--- src/rtl/mm_pkg.sv ---
// ----------------------------------------------------------------------------
// mm_pkg
// Shared types, constants and helpers for the matrix multiply block.
// ----------------------------------------------------------------------------
package mm_pkg;

    localparam int MAX_DIM     = 8;
    localparam int STORE_DEPTH = MAX_DIM * MAX_DIM;
    localparam int DIM_W       = 4;                        // config register width
    localparam int IDX_W       = $clog2(MAX_DIM);          // row/col/k index
    localparam int ADDR_W      = $clog2(STORE_DEPTH);      // operand store address
    localparam int CNT_W       = ADDR_W + 1;               // load counter, holds depth
    localparam int ELEM_W      = 16;                       // Q8.8 element
    localparam int PROD_W      = 2 * ELEM_W;               // Q16.16 product
    localparam int ACC_W       = 35;                       // Q19.16 dot product
    localparam int ACTION_W    = 2;
    localparam int REG_IDX_W   = 2;

    // input transaction action codes
    localparam logic [ACTION_W-1:0] ACT_LOAD_A  = 2'd0;
    localparam logic [ACTION_W-1:0] ACT_LOAD_B  = 2'd1;
    localparam logic [ACTION_W-1:0] ACT_COMPUTE = 2'd2;

    // config register indexes
    localparam logic [REG_IDX_W-1:0] REG_ROWS_A    = 2'd0;
    localparam logic [REG_IDX_W-1:0] REG_INNER_DIM = 2'd1;
    localparam logic [REG_IDX_W-1:0] REG_COLS_B    = 2'd2;

    // result status codes
    localparam logic STATUS_OK         = 1'b0;
    localparam logic STATUS_INCOMPLETE = 1'b1;

    typedef enum logic [2:0] {
        S_IDLE,
        S_READ,
        S_MUL,
        S_ACC,
        S_OUT,
        S_ERR
    } mm_state_t;

    // zero acts as one, anything above MAX_DIM acts as MAX_DIM
    function automatic logic [DIM_W-1:0] eff_dim(input logic [DIM_W-1:0] r);
        logic [DIM_W-1:0] d;
        if (r == '0) begin
            d = DIM_W'(1);
        end else if (r > DIM_W'(MAX_DIM)) begin
            d = DIM_W'(MAX_DIM);
        end else begin
            d = r;
        end
        return d;
    endfunction

endpackage

--- src/rtl/matrix_multiply.sv ---
// ----------------------------------------------------------------------------
// matrix_multiply
// Dense C = A x B on signed Q8.8 operands, exact Q19.16 results.
// ----------------------------------------------------------------------------
// Usage:
//   Set rows_a, inner_dim and cols_b through the cfg port (cfg_we, cfg_index,
//   cfg_wdata) while the block is idle. Then stream A and B elements in
//   row-major order on the s_ channel (action LOAD_A / LOAD_B); each matrix
//   has its own write counter, and elements past the configured count are
//   dropped. A COMPUTE transaction emits all rows_a*cols_b elements of C on
//   the m_ channel in row-major order, last set on the final one, or a single
//   result with status=1 if either matrix is incomplete. Compute clears both
//   load counters.
// Timing:
//   Loads are accepted back to back. Compute runs on one shared
//   16x16 multiplier and one 35-bit accumulator: every k step runs a store
//   read, a multiply and an accumulate in turn, and each C element ends in
//   an output step. s_ready is low for the whole run, and also while an
//   error result is sent.
// Reset / stall:
//   aresetn (sync, active low) restores dims to 1 and clears the counters;
//   operand stores are not cleared. A stalled m_ready holds the current
//   result in the output register and the sequencer waits for it.
// ----------------------------------------------------------------------------
module matrix_multiply
    import mm_pkg::*;
(
    input  logic                     aclk,
    input  logic                     aresetn,

    // config write port
    input  logic                     cfg_we,
    input  logic [REG_IDX_W-1:0]     cfg_index,
    input  logic [DIM_W-1:0]         cfg_wdata,

    // input transactions
    input  logic                     s_valid,
    output logic                     s_ready,
    input  logic [ACTION_W-1:0]      s_action,
    input  logic signed [ELEM_W-1:0] s_value,

    // result transactions
    output logic                     m_valid,
    input  logic                     m_ready,
    output logic signed [ACC_W-1:0]  m_product_value,
    output logic [IDX_W-1:0]         m_row_index,
    output logic [IDX_W-1:0]         m_col_index,
    output logic                     m_status,
    output logic                     m_last
);

    // ------------------------------------------------------------------
    // Config registers (raw 4-bit values; clamped where used)
    // ------------------------------------------------------------------
    logic [DIM_W-1:0] rows_a_reg, inner_dim_reg, cols_b_reg;

    always_ff @(posedge aclk) begin
        if (!aresetn) begin
            rows_a_reg    <= DIM_W'(1);
            inner_dim_reg <= DIM_W'(1);
            cols_b_reg    <= DIM_W'(1);
        end else if (cfg_we) begin
            case (cfg_index)
                REG_ROWS_A:    rows_a_reg    <= cfg_wdata;
                REG_INNER_DIM: inner_dim_reg <= cfg_wdata;
                REG_COLS_B:    cols_b_reg    <= cfg_wdata;
                default:       ;
            endcase
        end
    end

    logic [DIM_W-1:0] dim_m, dim_n, dim_p;
    logic [CNT_W-1:0] need_a, need_b;

    assign dim_m  = eff_dim(rows_a_reg);
    assign dim_n  = eff_dim(inner_dim_reg);
    assign dim_p  = eff_dim(cols_b_reg);
    assign need_a = CNT_W'(dim_m) * CNT_W'(dim_n);
    assign need_b = CNT_W'(dim_n) * CNT_W'(dim_p);

    // ------------------------------------------------------------------
    // Sequencer state
    // ------------------------------------------------------------------
    mm_state_t state_reg, state_next;

    logic [CNT_W-1:0] loaded_a_reg, loaded_a_next;
    logic [CNT_W-1:0] loaded_b_reg, loaded_b_next;
    logic [IDX_W-1:0] i_reg, i_next;       // row of C
    logic [IDX_W-1:0] j_reg, j_next;       // column of C
    logic [IDX_W-1:0] k_reg, k_next;       // dot product step

    logic signed [ELEM_W-1:0] a_rd_reg, b_rd_reg;
    logic signed [PROD_W-1:0] prod_reg, prod_next;
    logic signed [ACC_W-1:0]  acc_reg, acc_next;

    logic                     m_valid_reg, m_valid_next;
    logic signed [ACC_W-1:0]  m_product_value_reg, m_product_value_next;
    logic [IDX_W-1:0]         m_row_index_reg, m_row_index_next;
    logic [IDX_W-1:0]         m_col_index_reg, m_col_index_next;
    logic                     m_status_reg, m_status_next;
    logic                     m_last_reg, m_last_next;

    logic in_acc, out_free, out_load;
    logic wr_a_en, wr_b_en;
    logic i_last, j_last, k_last;

    assign in_acc   = s_valid && s_ready;
    assign out_free = !m_valid_reg || m_ready;

    assign i_last = ({1'b0, i_reg} == DIM_W'(dim_m - DIM_W'(1)));
    assign j_last = ({1'b0, j_reg} == DIM_W'(dim_p - DIM_W'(1)));
    assign k_last = ({1'b0, k_reg} == DIM_W'(dim_n - DIM_W'(1)));

    assign wr_a_en = in_acc && (s_action == ACT_LOAD_A) && (loaded_a_reg < need_a);
    assign wr_b_en = in_acc && (s_action == ACT_LOAD_B) && (loaded_b_reg < need_b);

    // operand addresses: A[i][k] and B[k][j], row-major
    logic [CNT_W-1:0]  addr_a_full, addr_b_full;
    logic [ADDR_W-1:0] addr_a, addr_b;

    assign addr_a_full = CNT_W'(i_reg) * CNT_W'(dim_n) + CNT_W'(k_reg);
    assign addr_b_full = CNT_W'(k_reg) * CNT_W'(dim_p) + CNT_W'(j_reg);
    assign addr_a      = addr_a_full[ADDR_W-1:0];
    assign addr_b      = addr_b_full[ADDR_W-1:0];

    // ------------------------------------------------------------------
    // Operand stores: one write port, one registered read port each
    // ------------------------------------------------------------------
    logic [ELEM_W-1:0] store_a_mem [STORE_DEPTH];
    logic [ELEM_W-1:0] store_b_mem [STORE_DEPTH];

    always_ff @(posedge aclk) begin
        if (wr_a_en) begin
            store_a_mem[loaded_a_reg[ADDR_W-1:0]] <= s_value;
        end
        a_rd_reg <= store_a_mem[addr_a];
    end

    always_ff @(posedge aclk) begin
        if (wr_b_en) begin
            store_b_mem[loaded_b_reg[ADDR_W-1:0]] <= s_value;
        end
        b_rd_reg <= store_b_mem[addr_b];
    end

    // ------------------------------------------------------------------
    // State and control registers
    // ------------------------------------------------------------------
    always_ff @(posedge aclk) begin
        if (!aresetn) begin
            state_reg    <= S_IDLE;
            loaded_a_reg <= '0;
            loaded_b_reg <= '0;
            m_valid_reg  <= 1'b0;
        end else begin
            state_reg    <= state_next;
            loaded_a_reg <= loaded_a_next;
            loaded_b_reg <= loaded_b_next;
            m_valid_reg  <= m_valid_next;
        end
    end

    // datapath and payload, no reset needed
    always_ff @(posedge aclk) begin
        i_reg               <= i_next;
        j_reg               <= j_next;
        k_reg               <= k_next;
        prod_reg            <= prod_next;
        acc_reg             <= acc_next;
        m_product_value_reg <= m_product_value_next;
        m_row_index_reg     <= m_row_index_next;
        m_col_index_reg     <= m_col_index_next;
        m_status_reg        <= m_status_next;
        m_last_reg          <= m_last_next;
    end

    // ------------------------------------------------------------------
    // Next state and outputs
    // ------------------------------------------------------------------
    always_comb begin
        state_next           = state_reg;
        loaded_a_next        = loaded_a_reg;
        loaded_b_next        = loaded_b_reg;
        i_next               = i_reg;
        j_next               = j_reg;
        k_next               = k_reg;
        prod_next            = prod_reg;
        acc_next             = acc_reg;
        out_load             = 1'b0;
        m_product_value_next = m_product_value_reg;
        m_row_index_next     = m_row_index_reg;
        m_col_index_next     = m_col_index_reg;
        m_status_next        = m_status_reg;
        m_last_next          = m_last_reg;
        s_ready              = 1'b0;

        case (state_reg)
            S_IDLE: begin
                s_ready = 1'b1;
                if (in_acc) begin
                    case (s_action)
                        ACT_LOAD_A: begin
                            if (wr_a_en) begin
                                loaded_a_next = loaded_a_reg + CNT_W'(1);
                            end
                        end
                        ACT_LOAD_B: begin
                            if (wr_b_en) begin
                                loaded_b_next = loaded_b_reg + CNT_W'(1);
                            end
                        end
                        ACT_COMPUTE: begin
                            loaded_a_next = '0;
                            loaded_b_next = '0;
                            i_next        = '0;
                            j_next        = '0;
                            k_next        = '0;
                            acc_next      = '0;
                            if (loaded_a_reg < need_a || loaded_b_reg < need_b) begin
                                state_next = S_ERR;
                            end else begin
                                state_next = S_READ;
                            end
                        end
                        default: ;   // unused code: dropped
                    endcase
                end
            end

            // store read data lands in a_rd_reg / b_rd_reg
            S_READ: begin
                state_next = S_MUL;
            end

            S_MUL: begin
                prod_next  = a_rd_reg * b_rd_reg;
                state_next = S_ACC;
            end

            S_ACC: begin
                acc_next = acc_reg + ACC_W'(prod_reg);
                if (k_last) begin
                    state_next = S_OUT;
                end else begin
                    k_next     = k_reg + IDX_W'(1);
                    state_next = S_READ;
                end
            end

            S_OUT: begin
                if (out_free) begin
                    out_load             = 1'b1;
                    m_product_value_next = acc_reg;
                    m_row_index_next     = i_reg;
                    m_col_index_next     = j_reg;
                    m_status_next        = STATUS_OK;
                    m_last_next          = i_last && j_last;
                    acc_next             = '0;
                    k_next               = '0;
                    state_next           = S_READ;
                    if (j_last) begin
                        j_next = '0;
                        if (i_last) begin
                            state_next = S_IDLE;
                        end else begin
                            i_next = i_reg + IDX_W'(1);
                        end
                    end else begin
                        j_next = j_reg + IDX_W'(1);
                    end
                end
            end

            S_ERR: begin
                if (out_free) begin
                    out_load             = 1'b1;
                    m_product_value_next = '0;
                    m_row_index_next     = '0;
                    m_col_index_next     = '0;
                    m_status_next        = STATUS_INCOMPLETE;
                    m_last_next          = 1'b1;
                    state_next           = S_IDLE;
                end
            end

            default: begin
                state_next = S_IDLE;
            end
        endcase

        if (out_load) begin
            m_valid_next = 1'b1;
        end else if (m_ready) begin
            m_valid_next = 1'b0;
        end else begin
            m_valid_next = m_valid_reg;
        end
    end

    assign m_valid         = m_valid_reg;
    assign m_product_value = m_product_value_reg;
    assign m_row_index     = m_row_index_reg;
    assign m_col_index     = m_col_index_reg;
    assign m_status        = m_status_reg;
    assign m_last          = m_last_reg;

    // ------------------------------------------------------------------
    // Assertions
    // ------------------------------------------------------------------
    // load counters never run past the store depth
    assert property (@(posedge aclk) disable iff (!aresetn)
        (loaded_a_reg <= CNT_W'(STORE_DEPTH)) && (loaded_b_reg <= CNT_W'(STORE_DEPTH)))
        else $error("load counter beyond store depth");

    // every compute leaves both counters cleared
    assert property (@(posedge aclk) disable iff (!aresetn)
        (in_acc && s_action == ACT_COMPUTE) |=> (loaded_a_reg == '0 && loaded_b_reg == '0))
        else $error("compute did not clear load counters");

    // an error result is a lone, zeroed, final transaction
    assert property (@(posedge aclk) disable iff (!aresetn)
        (m_valid_reg && m_status_reg == STATUS_INCOMPLETE) |->
            (m_last_reg && m_product_value_reg == '0 && m_row_index_reg == '0
             && m_col_index_reg == '0))
        else $error("malformed error result");

    // the output register is only reloaded when it is free
    assert property (@(posedge aclk) disable iff (!aresetn)
        out_load |-> out_free)
        else $error("result overwritten before taken");

endmodule

--- config.mk ---
export PLATFORM = sky130hd
export DESIGN_NAME = matrix_multiply
export DESIGN_NICKNAME = d
export VERILOG_FILES = /design/src/rtl/mm_pkg.sv /design/src/rtl/matrix_multiply.sv
export SDC_FILE = /design/constraint.sdc
export NUM_CORES = 2
export LEC_CHECK = 0
export BUFFER_PORTS_ARGS = -buffer_cell sky130_fd_sc_hd__buf_2
export CAP_MARGIN = 20
export CORE_MARGIN = 3
export CORE_UTILIZATION = 55
export DETAILED_ROUTE_END_ITERATION = 8
export GPL_ROUTABILITY_DRIVEN = 0
export PLACE_DENSITY_LB_ADDON = 0.12
export SYNTH_ARGS = -nofsm -noshare
export SYNTH_HDL_FRONTEND = slang
export SYNTH_SLANG_ARGS = --single-unit
export TNS_END_PERCENT = 100
--- constraint.sdc ---
create_clock -name aclk -period 11.7 [get_ports aclk]
set_input_delay 1.755 -clock aclk [delete_from_list [all_inputs] [get_ports aclk]]
set_output_delay 1.755 -clock aclk [all_outputs]
set_load 0.03 [all_outputs]
==> impl_metrics.yaml <==
sta:
  drv_slew: 0
  slew_headroom_pct: 20.7
  max_freq_mhz: 152
  hold_viol: 0
  period_minus_slack_ns: 6.58
  setup_viol: 0
  fin_worst_skew_ns: 0.0267
  worstMarginPinSlew_ns: 1.19
  period_share_pct: 56.2
  final.setup.tns_ns: 0
  rsz0062_at_grt: "no"
die:
  start_util_pct: 55.5
  io_pins: 74
  die_w_um: 428
  core_area_um2: 177000
  num_rows: 154
  die-area_um2: 183000
  die_h_um: 428
worst_setup_path:
  critPathTopFamily: "adder cells"
  arrival_ns: 7.16
  cp_cell_sequence: "nand2_1 -> fa_1 -> fa_1 -> fa_1 -> fa_1 -> inv_1 -> fa_1 -> inv_1 -> fa_1 -> inv_1 -> ha_1 -> o21ai_1 -> a221oi_2 -> o21ai_2 -> a21boi_2 -> a311oi_2 -> o31ai_2 -> a221o_1 -> a21oi_2 -> xnor2_1"
  crit_path_start: "a_rd_reg[10]"
  cp-start-kind: "flop"
  slowest_delay_ns: 0.76
  worstPathRequired_ns: 12.28
  reg2reg_from: "a_rd_reg[10]"
  critical_path_cell_count: 20
  crit_buf_inv: 3
  path_max_fanout: 16
  end_kind: "flop"
  critical_path_class: "reg -> reg"
  cp_common_cell: "fa_1"
  r2r_cells: 20
  slowest_stage: "dfxtp_1"
synth:
  async_reset_ff_share_pct: 0
  yosysTopAreaCellShare_pct: 66.4
  synth_xor_area_share_pct: 0.927
  synth_area_um2: 98000
  ys_seq_area_share_pct: 67.7
  synth_top_family_by_area: "multiplexers"
  synth_ff_type: "edfxtp_1"
  yosysMostFrequentCell: "edfxtp_1"
  yosys.area_share.simple_pct: 3.97
  synth-edff-count: 2167
  ys.warnings.count: 0
  synthTopCellsByArea: "edfxtp_1 66%, mux4_2 15%, fa_1 5.7%, ha_1 2.2%, inv_1 1.3%"
  synth_seq_cells: 2229
  synthMuxAreaShare_pct: 15.2
  synthAdderAreaFrac_pct: 7.94
  synth_cell_type_count: 74
  syn_inst: 5126
  yosys.area.top_type: "edfxtp_1"
  ys_top_cells_by_count: "2,167 x edfxtp_1, 640 x mux4_2, 338 x inv_1"
  synth_area_per_cell_um2: 19.1
  synth_compound_area_share_pct: 1.90
  syn_nets: 5610
outcome:
  status: "finished clean"
route:
  viasPerCell: 6.09
  routed-via-count: 48142
  drtIter0Drc: 4929
  first_pass_iters: 7
  totalWireLength_mm: 225
  drt-wirelength-per-cell_um: 28.4
  drc: 0
  ant_nets: 0
cts:
  path_clk_slew_ns: 0.06
  cts_tree: "done"
  clock_tree.root_cell: "clkbuf_16"
  postCtsResizedCells: 0
  post_cts_buffers: 0
  clk_latency_ns: 0.85
  cts.sinks: 2229
  ctsHoldBuffers: 0
  cts_buffers: 217
  clockBufferDepth: 3
  htreeDepth: 4
global_route:
  grt_antenna_before_repair: 10
  track_usage_pct: 24.9
  grt_max_degree: 105
  overflow: 0
  grt_first_pass_wirelength_mm: 334
  grt_pass1_vias: 49218
finish:
  nFillCells: 12354
  finish.utilization_pct: 61.7
  layout-drive-gt1-share_pct: 22.3
  final_nets: 5868
  seq_area_um2: 66300
  synthToLayoutAreaGrowth_pct: 11.2
  multi_input_area_um2: 29500
min_path:
  hold_class: "reg -> reg"
  hp-start: "rows_a_reg[0]"
  min_path_cells: 2
job:
  drv_cap: 0
place:
  port_buffers: 73
  hpwl_mm: 137
final cells by class:
cell class                      instances  area share, %
Multi-Input combinational cell       2334           27.0
Clock buffer                          281           5.35
Clock inverter                        118           1.12
Timing Repair Buffer                  262           1.82
Inverter                              340           1.17
Antenna cell                            1        0.00230
Sequential cell                      2229           60.8
Tap cell                             2340           2.69
tightest hold or removal path, cell delays in order (launching register included):
cell and delay [ns]:
dfxtp_1 0.34, mux2i_1 0.08, nand2_1 0.06
cells in the final DEF, fill, tap and decap left out, drive strengths merged, types with 21 or more instances in the layout:
cell,count
mux2i,45
buf,260
xor2,31
fa,279
ha,176
xnor2,71
o21ai,39
a21o,30
and2,192
nor2b,45
clkbuf,283
nor2,258
clkinv,84
mux4,640
nand2,197
dfxtp,62
bufinv,21
a21oi,115
nor3,21
a211oi,40
edfxtp,2167
inv,347
nand3,21
per-stage QoR:
step	cells	setup WS, ns	hold slack [ns]	cell area [um2]
finish	7905	5.12	0.503	109000
global route	7904	4.75	0.536	109000
CTS	7897	5.09	0.506	109000
detailed placement	7498	5.11	0.484	102000
global placement	7498	5.23	0.479	102000
floorplan	5126	5.64	0.441	98000
logic make-up (layout without fill, tap and decap cells):
logic type	Yosys count	in the layout
other	0	1
and+or+nand+nor	803	803
adders and majority gates	455	455
xor gates and xnor gates	102	102
AOI/OAI and AO/OA	289	289
DFF	2229	2229
muxes	685	685
buffers and inverters	563	1001
worst paths after layout:
| path | end | slack [ns] |
|---|---|---|
| max | prod_reg[31] | 5.12 |
| min | rows_a_reg[0] | 0.50 |
| max reg2reg | prod_reg[31] | 5.12 |
| min reg2reg | rows_a_reg[0] | 0.50 |
routing by layer:
metal / wire length (um) / share of wire (%) / vias to the layer above / GRT usage, %
met2: 106000 / 47 / 1769 / 38.6
met5: 33 / 0.015 / - / 0
met3: 17300 / 7.7 / 283 / 4.49
met1: 96300 / 43 / 25635 / 37.6
met4: 4710 / 2.1 / 4 / 5.82
li1: - / - / 20451 / -
Power is not shown: default switching activity piles up to over one toggle a cycle in this logic, so the estimate is an artifact.
